### src/sv/blm_pkg.sv
// ----------------------------------------------------------------------------
// Boundary list allocator package
// Shared widths, codes and beat types of the boundary list allocator.
// ----------------------------------------------------------------------------
package blm_pkg;

	localparam int MAX_BOUNDS  = 64;
	localparam int IDX_W       = $clog2(MAX_BOUNDS);
	localparam int CNT_W       = IDX_W + 1;
	localparam int OFFSET_BITS = 20;
	localparam int POS_W       = 21;

	localparam logic [POS_W-1:0] CAP_RESET = POS_W'(65536);
	localparam logic [CNT_W-1:0] CNT_MAX   = CNT_W'(MAX_BOUNDS);

	typedef enum logic [1:0] {
		OP_ALLOC = 2'd0,
		OP_FREE  = 2'd1,
		OP_CLEAR = 2'd2
	} op_t;

	typedef enum logic [1:0] {
		ST_OK        = 2'd0,
		ST_NO_SPACE  = 2'd1,
		ST_BAD_FREE  = 2'd2,
		ST_LIST_FULL = 2'd3
	} status_t;

	typedef enum logic [3:0] {
		S_INIT0,
		S_INIT1,
		S_IDLE,
		S_A_SCAN,
		S_F_SCAN,
		S_F_DECIDE,
		S_DROP,
		S_ADD,
		S_ADD_FILL0,
		S_ADD_FILL1,
		S_RESP
	} state_t;

	// One boundary: the start of a region and whether that region is used.
	typedef struct packed {
		logic             used;
		logic [POS_W-1:0] pos;
	} bound_t;

	localparam int BOUND_W = $bits(bound_t);

	typedef struct packed {
		op_t                    op;
		logic [OFFSET_BITS-1:0] offset;
		logic [POS_W-1:0]       size;
	} req_t;

	typedef struct packed {
		logic [OFFSET_BITS-1:0] offset_out;
		status_t                status;
	} rsp_t;

	// Finished result handed from the sequencer to the output register.
	typedef struct packed {
		logic load;
		rsp_t rsp;
	} res_t;

	// Access to the boundary memory for one cycle.
	typedef struct packed {
		logic               rd_en;
		logic [IDX_W-1:0]   rd_addr;
		logic               wr_en;
		logic [IDX_W-1:0]   wr_addr;
		logic [BOUND_W-1:0] wr_data;
	} mem_req_t;

endpackage

### src/sv/blm_ram.sv
// ----------------------------------------------------------------------------
// Boundary list allocator RAM
// Simple dual-port memory, one write and one registered read per cycle.
// ----------------------------------------------------------------------------
module blm_ram #(
	parameter int DEPTH = 64,
	parameter int WIDTH = 22,
	parameter int AW    = $clog2(DEPTH)
) (
	input  logic             clk,
	input  logic             rd_en,
	input  logic [AW-1:0]    rd_addr,
	output logic [WIDTH-1:0] rd_data,
	input  logic             wr_en,
	input  logic [AW-1:0]    wr_addr,
	input  logic [WIDTH-1:0] wr_data
);

	logic [WIDTH-1:0] mem [DEPTH];

	// Write port.
	always_ff @(posedge clk) begin
		if (wr_en) begin
			mem[wr_addr] <= wr_data;
		end
	end

	// Registered read port.
	always_ff @(posedge clk) begin
		if (rd_en) begin
			rd_data <= mem[rd_addr];
		end
	end

endmodule

### src/sv/blm_ctrl.sv
// ----------------------------------------------------------------------------
// Boundary list allocator sequencer
// Scans, edits and shifts the boundary list held in the boundary memory.
// ----------------------------------------------------------------------------
module blm_ctrl (
	input  logic                         clk,
	input  logic                         arst_n,
	input  logic                         req_fire,
	input  blm_pkg::req_t                req,
	output logic                         idle,
	input  logic [blm_pkg::POS_W-1:0]    capacity,
	input  logic                         slot_free,
	output blm_pkg::res_t                res,
	output blm_pkg::mem_req_t            mreq,
	input  logic [blm_pkg::BOUND_W-1:0]  rd_data
);

	localparam int CW = blm_pkg::CNT_W;
	localparam int PW = blm_pkg::POS_W;

	blm_pkg::state_t state_q, state_d;

	// Request and list registers.
	logic [blm_pkg::OFFSET_BITS-1:0] p_q;
	logic [PW-1:0]                   size_q;
	logic [CW-1:0]                   cnt_q;
	logic                            clr_q;

	// Read issue pointer and the index of the entry whose data returns.
	logic [CW-1:0] ptr_q;
	logic          more_q;
	logic          dv_s1;
	logic [CW-1:0] di_s1;

	// Scan results.
	logic [PW-1:0]   end_q;
	logic [CW-1:0]   k_q;
	logic [PW-1:0]   a_q;
	logic            usedk_q;
	logic [PW-1:0]   b_q;
	logic            bused_q;
	logic            bv_q;
	logic [CW-1:0]   lim_q;
	blm_pkg::rsp_t   rsp_q;

	blm_pkg::bound_t ent;
	logic [PW-1:0]   newpos;
	logic            fits;
	logic            drop_a;
	logic            last_up;
	logic [PW:0]     e_sum;
	logic            bad;
	logic            pa;
	logic            eb;
	logic            full;
	logic            rd_en;

	// Evaluation of the returning entry.
	always_comb begin
		ent     = blm_pkg::bound_t'(rd_data);
		newpos  = ent.pos + size_q;
		if (end_q <= ent.pos) begin
			fits = !ent.used && (size_q == '0);
		end else begin
			fits = !ent.used && ((end_q - ent.pos) >= size_q);
		end
		drop_a  = ((di_s1 + CW'(1)) < cnt_q) && (di_s1 != '0) && (newpos == end_q);
		last_up = (di_s1 == lim_q);
		e_sum   = {2'b00, p_q} + {1'b0, size_q};
		bad     = !usedk_q || !bv_q || ({1'b0, p_q} >= b_q) || (e_sum > {1'b0, b_q});
		pa      = ({1'b0, p_q} == a_q);
		eb      = (e_sum == {1'b0, b_q});
		full    = (cnt_q + CW'(2)) > blm_pkg::CNT_MAX;
	end

	// Next state.
	always_comb begin
		state_d = state_q;
		unique case (state_q)
			blm_pkg::S_INIT0: state_d = blm_pkg::S_INIT1;
			blm_pkg::S_INIT1: state_d = clr_q ? blm_pkg::S_RESP : blm_pkg::S_IDLE;
			blm_pkg::S_IDLE: begin
				if (req_fire) begin
					priority case (req.op)
						blm_pkg::OP_ALLOC: state_d = blm_pkg::S_A_SCAN;
						blm_pkg::OP_FREE:  state_d = blm_pkg::S_F_SCAN;
						blm_pkg::OP_CLEAR: state_d = blm_pkg::S_INIT0;
						default:           state_d = blm_pkg::S_RESP;
					endcase
				end
			end
			blm_pkg::S_A_SCAN: begin
				if (dv_s1) begin
					if (fits) begin
						state_d = (drop_a && (di_s1 + CW'(3) <= cnt_q)) ?
							blm_pkg::S_DROP : blm_pkg::S_RESP;
					end else if (di_s1 == '0) begin
						state_d = blm_pkg::S_RESP;
					end
				end
			end
			blm_pkg::S_F_SCAN: begin
				if (dv_s1 && last_up) begin
					state_d = blm_pkg::S_F_DECIDE;
				end
			end
			blm_pkg::S_F_DECIDE: begin
				if (bad || size_q == '0) begin
					state_d = blm_pkg::S_RESP;
				end else if (pa && eb) begin
					state_d = (k_q != '0 && (k_q + CW'(3) <= cnt_q)) ?
						blm_pkg::S_DROP : blm_pkg::S_RESP;
				end else if ((pa && k_q != '0) || eb || full) begin
					state_d = blm_pkg::S_RESP;
				end else begin
					state_d = blm_pkg::S_ADD;
				end
			end
			blm_pkg::S_DROP: begin
				if (dv_s1 && last_up) begin
					state_d = blm_pkg::S_RESP;
				end
			end
			blm_pkg::S_ADD: begin
				if (dv_s1 && last_up) begin
					state_d = blm_pkg::S_ADD_FILL0;
				end
			end
			blm_pkg::S_ADD_FILL0: state_d = blm_pkg::S_ADD_FILL1;
			blm_pkg::S_ADD_FILL1: state_d = blm_pkg::S_RESP;
			blm_pkg::S_RESP: begin
				if (slot_free) begin
					state_d = blm_pkg::S_IDLE;
				end
			end
			default: state_d = blm_pkg::S_IDLE;
		endcase
	end

	// Memory accesses and handshake outputs.
	always_comb begin
		blm_pkg::bound_t wb;
		logic [CW-1:0]   wa;
		wb       = '0;
		wa       = '0;
		rd_en    = 1'b0;
		mreq     = '0;
		idle     = (state_q == blm_pkg::S_IDLE);
		res.load = (state_q == blm_pkg::S_RESP) && slot_free;
		res.rsp  = rsp_q;
		unique case (state_q)
			blm_pkg::S_INIT0: begin
				wb.used = 1'b1;
				wa      = '0;
				mreq.wr_en = 1'b1;
			end
			blm_pkg::S_INIT1: begin
				wa         = CW'(1);
				mreq.wr_en = 1'b1;
			end
			blm_pkg::S_A_SCAN: begin
				rd_en = more_q;
				if (dv_s1 && fits) begin
					wb.pos     = newpos;
					wa         = di_s1;
					mreq.wr_en = 1'b1;
				end
			end
			blm_pkg::S_F_SCAN: begin
				rd_en = more_q;
			end
			blm_pkg::S_F_DECIDE: begin
				if (!bad && size_q != '0) begin
					if (pa && eb) begin
						if (k_q == '0) begin
							wb.used    = bused_q;
							wa         = CW'(1);
							mreq.wr_en = 1'b1;
						end
					end else if (pa && k_q != '0) begin
						wb.used    = 1'b1;
						wb.pos     = e_sum[PW-1:0];
						wa         = k_q;
						mreq.wr_en = 1'b1;
					end else if (eb) begin
						wb.used    = bused_q;
						wb.pos     = {1'b0, p_q};
						wa         = k_q + CW'(1);
						mreq.wr_en = 1'b1;
					end
				end
			end
			blm_pkg::S_DROP: begin
				rd_en = more_q;
				if (dv_s1) begin
					wb         = ent;
					wa         = di_s1 - CW'(2);
					mreq.wr_en = 1'b1;
				end
			end
			blm_pkg::S_ADD: begin
				rd_en = more_q;
				if (dv_s1) begin
					wb         = ent;
					wa         = di_s1 + CW'(2);
					mreq.wr_en = 1'b1;
				end
			end
			blm_pkg::S_ADD_FILL0: begin
				wb.pos     = {1'b0, p_q};
				wa         = k_q + CW'(1);
				mreq.wr_en = 1'b1;
			end
			blm_pkg::S_ADD_FILL1: begin
				wb.used    = 1'b1;
				wb.pos     = e_sum[PW-1:0];
				wa         = k_q + CW'(2);
				mreq.wr_en = 1'b1;
			end
			default: begin
			end
		endcase
		mreq.rd_en   = rd_en;
		mreq.rd_addr = ptr_q[blm_pkg::IDX_W-1:0];
		mreq.wr_addr = wa[blm_pkg::IDX_W-1:0];
		mreq.wr_data = wb;
	end

	// Control registers.
	always_ff @(posedge clk or negedge arst_n) begin
		if (!arst_n) begin
			state_q <= blm_pkg::S_INIT0;
			cnt_q   <= CW'(2);
			clr_q   <= 1'b0;
			more_q  <= 1'b0;
			dv_s1   <= 1'b0;
			di_s1   <= '0;
			ptr_q   <= '0;
			lim_q   <= '0;
		end else begin
			state_q <= state_d;
			dv_s1   <= rd_en && (state_d == state_q);
			di_s1   <= ptr_q;
			unique case (state_q)
				blm_pkg::S_INIT1: cnt_q <= CW'(2);
				blm_pkg::S_IDLE: begin
					clr_q <= 1'b1;
					if (req_fire && req.op == blm_pkg::OP_FREE) begin
						ptr_q  <= '0;
						lim_q  <= cnt_q - CW'(1);
						more_q <= 1'b1;
					end else begin
						ptr_q  <= cnt_q - CW'(1);
						more_q <= 1'b1;
					end
				end
				blm_pkg::S_A_SCAN: begin
					if (dv_s1 && fits && drop_a && (di_s1 + CW'(3) <= cnt_q)) begin
						ptr_q  <= di_s1 + CW'(2);
						lim_q  <= cnt_q - CW'(1);
						more_q <= 1'b1;
					end else begin
						if (rd_en) begin
							more_q <= (ptr_q != '0);
							ptr_q  <= ptr_q - CW'(1);
						end
						if (dv_s1 && fits && drop_a) begin
							cnt_q <= cnt_q - CW'(2);
						end
					end
				end
				blm_pkg::S_F_SCAN: begin
					if (rd_en) begin
						more_q <= (ptr_q != lim_q);
						ptr_q  <= ptr_q + CW'(1);
					end
				end
				blm_pkg::S_F_DECIDE: begin
					if (!bad && size_q != '0 && pa && eb && k_q != '0) begin
						if (k_q + CW'(3) <= cnt_q) begin
							ptr_q  <= k_q + CW'(2);
							lim_q  <= cnt_q - CW'(1);
							more_q <= 1'b1;
						end else begin
							cnt_q <= cnt_q - CW'(2);
						end
					end else begin
						ptr_q  <= cnt_q - CW'(1);
						lim_q  <= k_q + CW'(1);
						more_q <= 1'b1;
					end
				end
				blm_pkg::S_DROP: begin
					if (rd_en) begin
						more_q <= (ptr_q != lim_q);
						ptr_q  <= ptr_q + CW'(1);
					end
					if (dv_s1 && last_up) begin
						cnt_q <= cnt_q - CW'(2);
					end
				end
				blm_pkg::S_ADD: begin
					if (rd_en) begin
						more_q <= (ptr_q != lim_q);
						ptr_q  <= ptr_q - CW'(1);
					end
				end
				blm_pkg::S_ADD_FILL1: cnt_q <= cnt_q + CW'(2);
				default: begin
				end
			endcase
		end
	end

	// Payload registers: request, scan results and the pending result.
	always_ff @(posedge clk) begin
		unique case (state_q)
			blm_pkg::S_IDLE: begin
				p_q     <= req.offset;
				size_q  <= req.size;
				end_q   <= capacity;
				bv_q    <= 1'b0;
				k_q     <= '0;
				a_q     <= '0;
				usedk_q <= 1'b0;
				rsp_q   <= '0;
			end
			blm_pkg::S_A_SCAN: begin
				if (dv_s1) begin
					if (fits) begin
						rsp_q.offset_out <= ent.pos[blm_pkg::OFFSET_BITS-1:0];
						rsp_q.status     <= blm_pkg::ST_OK;
					end else begin
						end_q <= ent.pos;
						if (di_s1 == '0) begin
							rsp_q.status <= blm_pkg::ST_NO_SPACE;
						end
					end
				end
			end
			blm_pkg::S_F_SCAN: begin
				if (dv_s1) begin
					if (ent.pos <= {1'b0, p_q}) begin
						k_q     <= di_s1;
						a_q     <= ent.pos;
						usedk_q <= ent.used;
						bv_q    <= 1'b0;
					end else if (!bv_q) begin
						b_q     <= ent.pos;
						bused_q <= ent.used;
						bv_q    <= 1'b1;
					end
				end
			end
			blm_pkg::S_F_DECIDE: begin
				if (bad) begin
					rsp_q.status <= blm_pkg::ST_BAD_FREE;
				end else if (size_q != '0 && !(pa && eb) && !(pa && k_q != '0) && !eb
						&& full) begin
					rsp_q.status <= blm_pkg::ST_LIST_FULL;
				end
			end
			default: begin
			end
		endcase
	end

endmodule

### src/sv/boundary_list_allocator.sv
// ----------------------------------------------------------------------------
// Boundary list allocator
// Arena allocator over a sorted boundary list, with a registered result port.
// ----------------------------------------------------------------------------
// One request is worked at a time. An allocate reads the boundary list from
// the top down, one entry per cycle through the memory read port, and stops
// at the first free region that fits; a free reads the whole list once. A
// region that is removed or inserted shifts the entries above it by two, one
// entry per cycle. The list holds at most 64 boundaries in use. After reset
// and after a clear, states S_INIT0 and S_INIT1 rebuild the empty list
// before the next request is taken. A result waiting in the output register
// does not stop the next request from being taken.
module boundary_list_allocator (
	input  logic                       clk,
	input  logic                       arst_n,
	input  logic                       req_valid,
	output logic                       req_stall,
	input  blm_pkg::req_t              req,
	output logic                       rsp_valid,
	input  logic                       rsp_stall,
	output blm_pkg::rsp_t              rsp,
	input  logic                       cfg_we,
	input  logic [blm_pkg::POS_W-1:0]  cfg_data
);

	logic [blm_pkg::POS_W-1:0]   capacity_q;
	logic                        idle;
	logic                        slot_free;
	blm_pkg::res_t               res;
	blm_pkg::mem_req_t           mreq;
	logic [blm_pkg::BOUND_W-1:0] rd_data;

	assign req_stall = !idle;
	assign slot_free = !rsp_valid || !rsp_stall;

	// Capacity register.
	always_ff @(posedge clk or negedge arst_n) begin
		if (!arst_n) begin
			capacity_q <= blm_pkg::CAP_RESET;
		end else if (cfg_we) begin
			capacity_q <= cfg_data;
		end
	end

	// Output register: loads a result beat when the slot is free.
	always_ff @(posedge clk or negedge arst_n) begin
		if (!arst_n) begin
			rsp_valid <= 1'b0;
		end else if (res.load) begin
			rsp_valid <= 1'b1;
		end else if (!rsp_stall) begin
			rsp_valid <= 1'b0;
		end
	end

	always_ff @(posedge clk) begin
		if (res.load) begin
			rsp <= res.rsp;
		end
	end

	blm_ctrl u_ctrl (
		.clk       (clk),
		.arst_n    (arst_n),
		.req_fire  (req_valid && !req_stall),
		.req       (req),
		.idle      (idle),
		.capacity  (capacity_q),
		.slot_free (slot_free),
		.res       (res),
		.mreq      (mreq),
		.rd_data   (rd_data)
	);

	blm_ram #(
		.DEPTH (blm_pkg::MAX_BOUNDS),
		.WIDTH (blm_pkg::BOUND_W)
	) u_ram (
		.clk     (clk),
		.rd_en   (mreq.rd_en),
		.rd_addr (mreq.rd_addr),
		.rd_data (rd_data),
		.wr_en   (mreq.wr_en),
		.wr_addr (mreq.wr_addr),
		.wr_data (mreq.wr_data)
	);

endmodule
### config.mk
export PLATFORM = sky130hd
export DESIGN_NAME = boundary_list_allocator
export DESIGN_NICKNAME = d
export VERILOG_FILES = /design/src/sv/blm_pkg.sv /design/src/sv/blm_ram.sv /design/src/sv/blm_ctrl.sv /design/src/sv/boundary_list_allocator.sv
export SDC_FILE = /design/constraint.sdc
export NUM_CORES = 2
export LEC_CHECK = 0
export ABC_CLOCK_PERIOD_IN_PS = 11700
export BUFFER_PORTS_ARGS = -buffer_cell sky130_fd_sc_hd__buf_2
export CAP_MARGIN = 20
export CORE_MARGIN = 4
export CORE_UTILIZATION = 25
export CTS_CLUSTER_SIZE = 14
export DETAILED_ROUTE_END_ITERATION = 16
export SLEW_MARGIN = 20
export SYNTH_ARGS = -nofsm -noshare
export SYNTH_HDL_FRONTEND = slang
export SYNTH_SLANG_ARGS = --single-unit
### constraint.sdc
create_clock -name clk -period 11.7 [get_ports clk]
set_clock_uncertainty 0.2 [all_clocks]
set_input_delay 1.755 -clock clk [delete_from_list [all_inputs] [get_ports clk]]
set_output_delay 1.755 -clock clk [all_outputs]
set_load 0.03 [all_outputs]
==> results.md <==
* Status: completed
* Sequential cell area at 0.0491 sq mm
* Post-route DRC at 0
* Hold depth at 0
* Setup Viol. Count Final at 0
* Worst setup SP type: register
* Layout area overhead at 15.5%
* Vias in the first global route at 38.0k
* Synth Instances at 3,870
* # fillers at 27.7k
* Vias/cell at 4.90
* WP data required at 11,970 ps
* Hold Buf Count CTS at 0
* Min-delay worst type: register to register
* Leak at 26.9 nW
* Post-Syn Area at 0.0710 sq mm
* Cells after DPL at 7,659
* Final cell count without fillers at 7,944
* Async set-or-reset flop fraction in the synthesized netlist at 3.41%
* Multi-input logic area at 0.0212 sq mm
* First-pass GRT wire length at 284 mm
* # rows at 195
* Fin nets at 4,329
* Gpl congestion at 0.914
* Iter 0 DRT Violations at 5,403
* Hold Fails Final Rpt at 0
* Leading area contributor after synthesis: edfxtp_1
* Worst path buffer plus inverter count at 2
* Most common cell after layout, fill and taps aside: edfxtp_1
* Dpl hpwl at 128 mm
* Num CTS Buffers at 161
* Max incr delay on CP at 980 ps
* DR pass1 iterations at 8
* Die ar. at 0.293 sq mm
* I/O pins at 93
* Final worst-path cycle share at 70.3%
* Worst-path clk slew at 60 ps
* Sequential cell area fraction in the yosys report at 69.1%
* Critical path, cell by cell: inv_1 -> ha_1 -> nor2b_1 -> o21ai_0 -> a21boi_0 -> o21ai_0 -> a21boi_0 -> o21ai_0 -> a21boi_0 -> o31ai_1 -> a211o_1 -> or4b_2 -> o211ai_1 -> ha_1 -> nand4_1 -> o21ai_0 -> a21oi_1 -> a2111oi_0 -> or2_2 -> a21oi_1 -> o21ai_0 -> nand3_1 -> nor2_2 -> buf_4
* DIE HEIGHT at 541 microns
* Seq cells post-synth at 1,644
* Syn Area/Cell at 18.4 sq um
* Setup WS post-layout at 3470 ps
* Top delay family on crit path: compound AO/OA/AOI/OAI gates
* Antenna viol nets, final at 0
* Layout cell share with drive strength beyond 1 at 25.2%
* Worst slew pin tran at 1200 ps
* Max transition margin at 19.5%
* Post-Route WL at 199 mm
* CTS root buffer: clkbuf_16
* EDFF count, synth at 1,588
* Setup crit end kind: register
* Synth warn at 0
* Vias at 38.9k
* Tot GR Track Use at 13.2%
* Design Power at 21.6 mW
* Most frequent cells in the layout: edfxtp_1, mux4_2, ha_1, clkbuf_16, inv_1
* Worst slack at placement at 3610 ps
* Chip width at 541 microns
* Worst Path Arrival at 8500 ps
* Clock sinks at 1,644
* Largest net degree at the start of global routing at 143
* WP depth at 24
* Max Freq at 122 MHz
* Post-CTS setup buffer count at 0
* Ys flop type: edfxtp_1
* Mapped Nets at 4,120
* # port buffers at 92
* Min Clock Period, post-route at 8230 ps
* Total grt overflow at 0
* Pins Over Slew Limit at 0
* Max Cap Viol at 0
* Ranking of synthesized cells by area: edfxtp_1, mux4_2, ha_1, dfrtp_1, xnor2_1
* TritonCTS clock tree: done
* Initial antenna violation count at 16
* CP Class: register to register
* PD cells at 263 mW/mm^2
* Slowest-stage cell, CP: nand3_1
* Reg2reg path depth at 24
* Initial Util at 25.1%
* Crit path top cell by count: o21ai_0
* Setup_tns at 0 ps
* Distinct cell type count after synthesis at 96
* Unrepaired setup endpoints after global routing: false
* Worst skew pair latency at 810 ps
* Max VDD drop at 0.202 mV
* Post-CTS Resized at 0
* CTS H-tree lvls at 4
* Yosys top cell area share at 67.1%
* Wire length per cell at 25.1 microns
* Max clock buf depth at 3
* Worst Path Max Fanout at 22
* Core area at 0.283 sq mm
[power by group]
group	switching [mW]	internal [mW]
clock	2.26	2.81
sequential	0.571	7.65
combinational	5.30	3.03
[synthesized netlist by cell type (all sizes together) (8+ instances only)]
| cell | count |
|---|---|
| clkbuf | 114 |
| o21ai | 94 |
| o31a | 9 |
| nand3 | 66 |
| nand2b | 17 |
| nor3 | 77 |
| edfxtp | 1588 |
| nor4 | 20 |
| xnor2 | 86 |
| a31oi | 15 |
| nand4 | 36 |
| a222oi | 19 |
| o31ai | 8 |
| dfrtp | 54 |
| and2 | 15 |
| ha | 178 |
| nand2 | 106 |
| xor2 | 48 |
| or2 | 13 |
| buf | 57 |
| mux2 | 31 |
| o22ai | 15 |
| a21oi | 110 |
| nor2 | 184 |
| nor2b | 22 |
| a21o | 52 |
| o21a | 38 |
| mux2i | 14 |
| and3 | 13 |
| o211ai | 16 |
| inv | 130 |
| o221ai | 8 |
| or3 | 15 |
| mux4 | 459 |
| a211oi | 17 |
[logic make-up (layout without fill, tap and decap cells)]
| family | Yosys count | count (layout) | synth area share, % |
|---|---|---|---|
| buffers and inverters | 303 | 631 | 1.65 |
| other | 0 | 3 | 0 |
| AND/OR/NAND/NOR | 619 | 619 | 4.33 |
| adder cells (fa/ha/maj) | 181 | 181 | 3.22 |
| XOR/XNOR | 137 | 137 | 1.76 |
| flip-flops | 1644 | 1644 | 69.1 |
| multiplexers | 504 | 504 | 15.3 |
| AO/OA/AOI/OAI | 482 | 482 | 4.68 |
[state kept, by name, indices dropped and copies added (netlist names), 4 cells and up]
| signal | count |
|---|---|
| capacity_q | 21 |
| rsp | 22 |
| u_ctrl.a_q | 21 |
| u_ctrl.b_q | 21 |
| u_ctrl.cnt_q | 6 |
| u_ctrl.di_s1 | 7 |
| u_ctrl.end_q | 21 |
| u_ctrl.k_q | 7 |
| u_ctrl.lim_q | 7 |
| u_ctrl.p_q | 20 |
| u_ctrl.ptr_q | 7 |
| u_ctrl.res | 22 |
| u_ctrl.size_q | 21 |
| u_ctrl.state_q | 4 |
| u_ram.mem | 1408 |
| u_ram.rd_data | 22 |
[path summary, 6_finish.rpt]
path	endpoint	slack [ps]	from
max in group asynchronous	u_ctrl.ptr_q[0]	9700	arst_n
min in group asynchronous	rsp_valid	960	arst_n
worst max register to register	u_ram.mem[29][13]	3470	u_ram.rd_data[2]
worst min register to register	rsp[8]	220	u_ctrl.res[8]
worst max-delay path	u_ram.mem[29][13]	3470	u_ram.rd_data[2]
worst min-delay path	rsp[8]	220	u_ctrl.res[8]
[routing by layer]
metal,global-route usage [%],wire length (microns),vias to the layer above
met1,19.2,86700,20700
met4,3.68,5530,2
li1,-,-,16200
met2,20.1,90100,1783
met5,0,13,-
met3,2.52,17000,244
[worst reg2reg max path, delay by kind of cell, from the launching register on]
family | cells | cell delay, ps
AOI/OAI and AO/OA | 14 | 3580
adders and majority gates | 2 | 540
buffers and inverters | 2 | 470
DFF | 1 | 430
and+or+nand+nor | 6 | 2710
[layout make-up]
type	count	area share [%]
diodes	3	0.00915
clock buffers	211	5.23
clock inverters	71	0.988
inverters	132	0.604
multi-input cells	1923	25.9
flip-flops and latches	1644	59.8
well taps	3743	5.71
repair buffers	217	1.75
[through the flow]
step / hold slack, ps / util [%] / instance area, sq um
after floorplan: 152 / - / 71000
after global placement: 204 / 27.2 / 76900
after detailed placement: 207 / 27.2 / 76900
after CTS: 221 / 29.0 / 82000
after global routing: 240 / 29.0 / 82000
final: 220 / 29.0 / 82000
No activity file was read; power rests on OpenSTA's default activity.
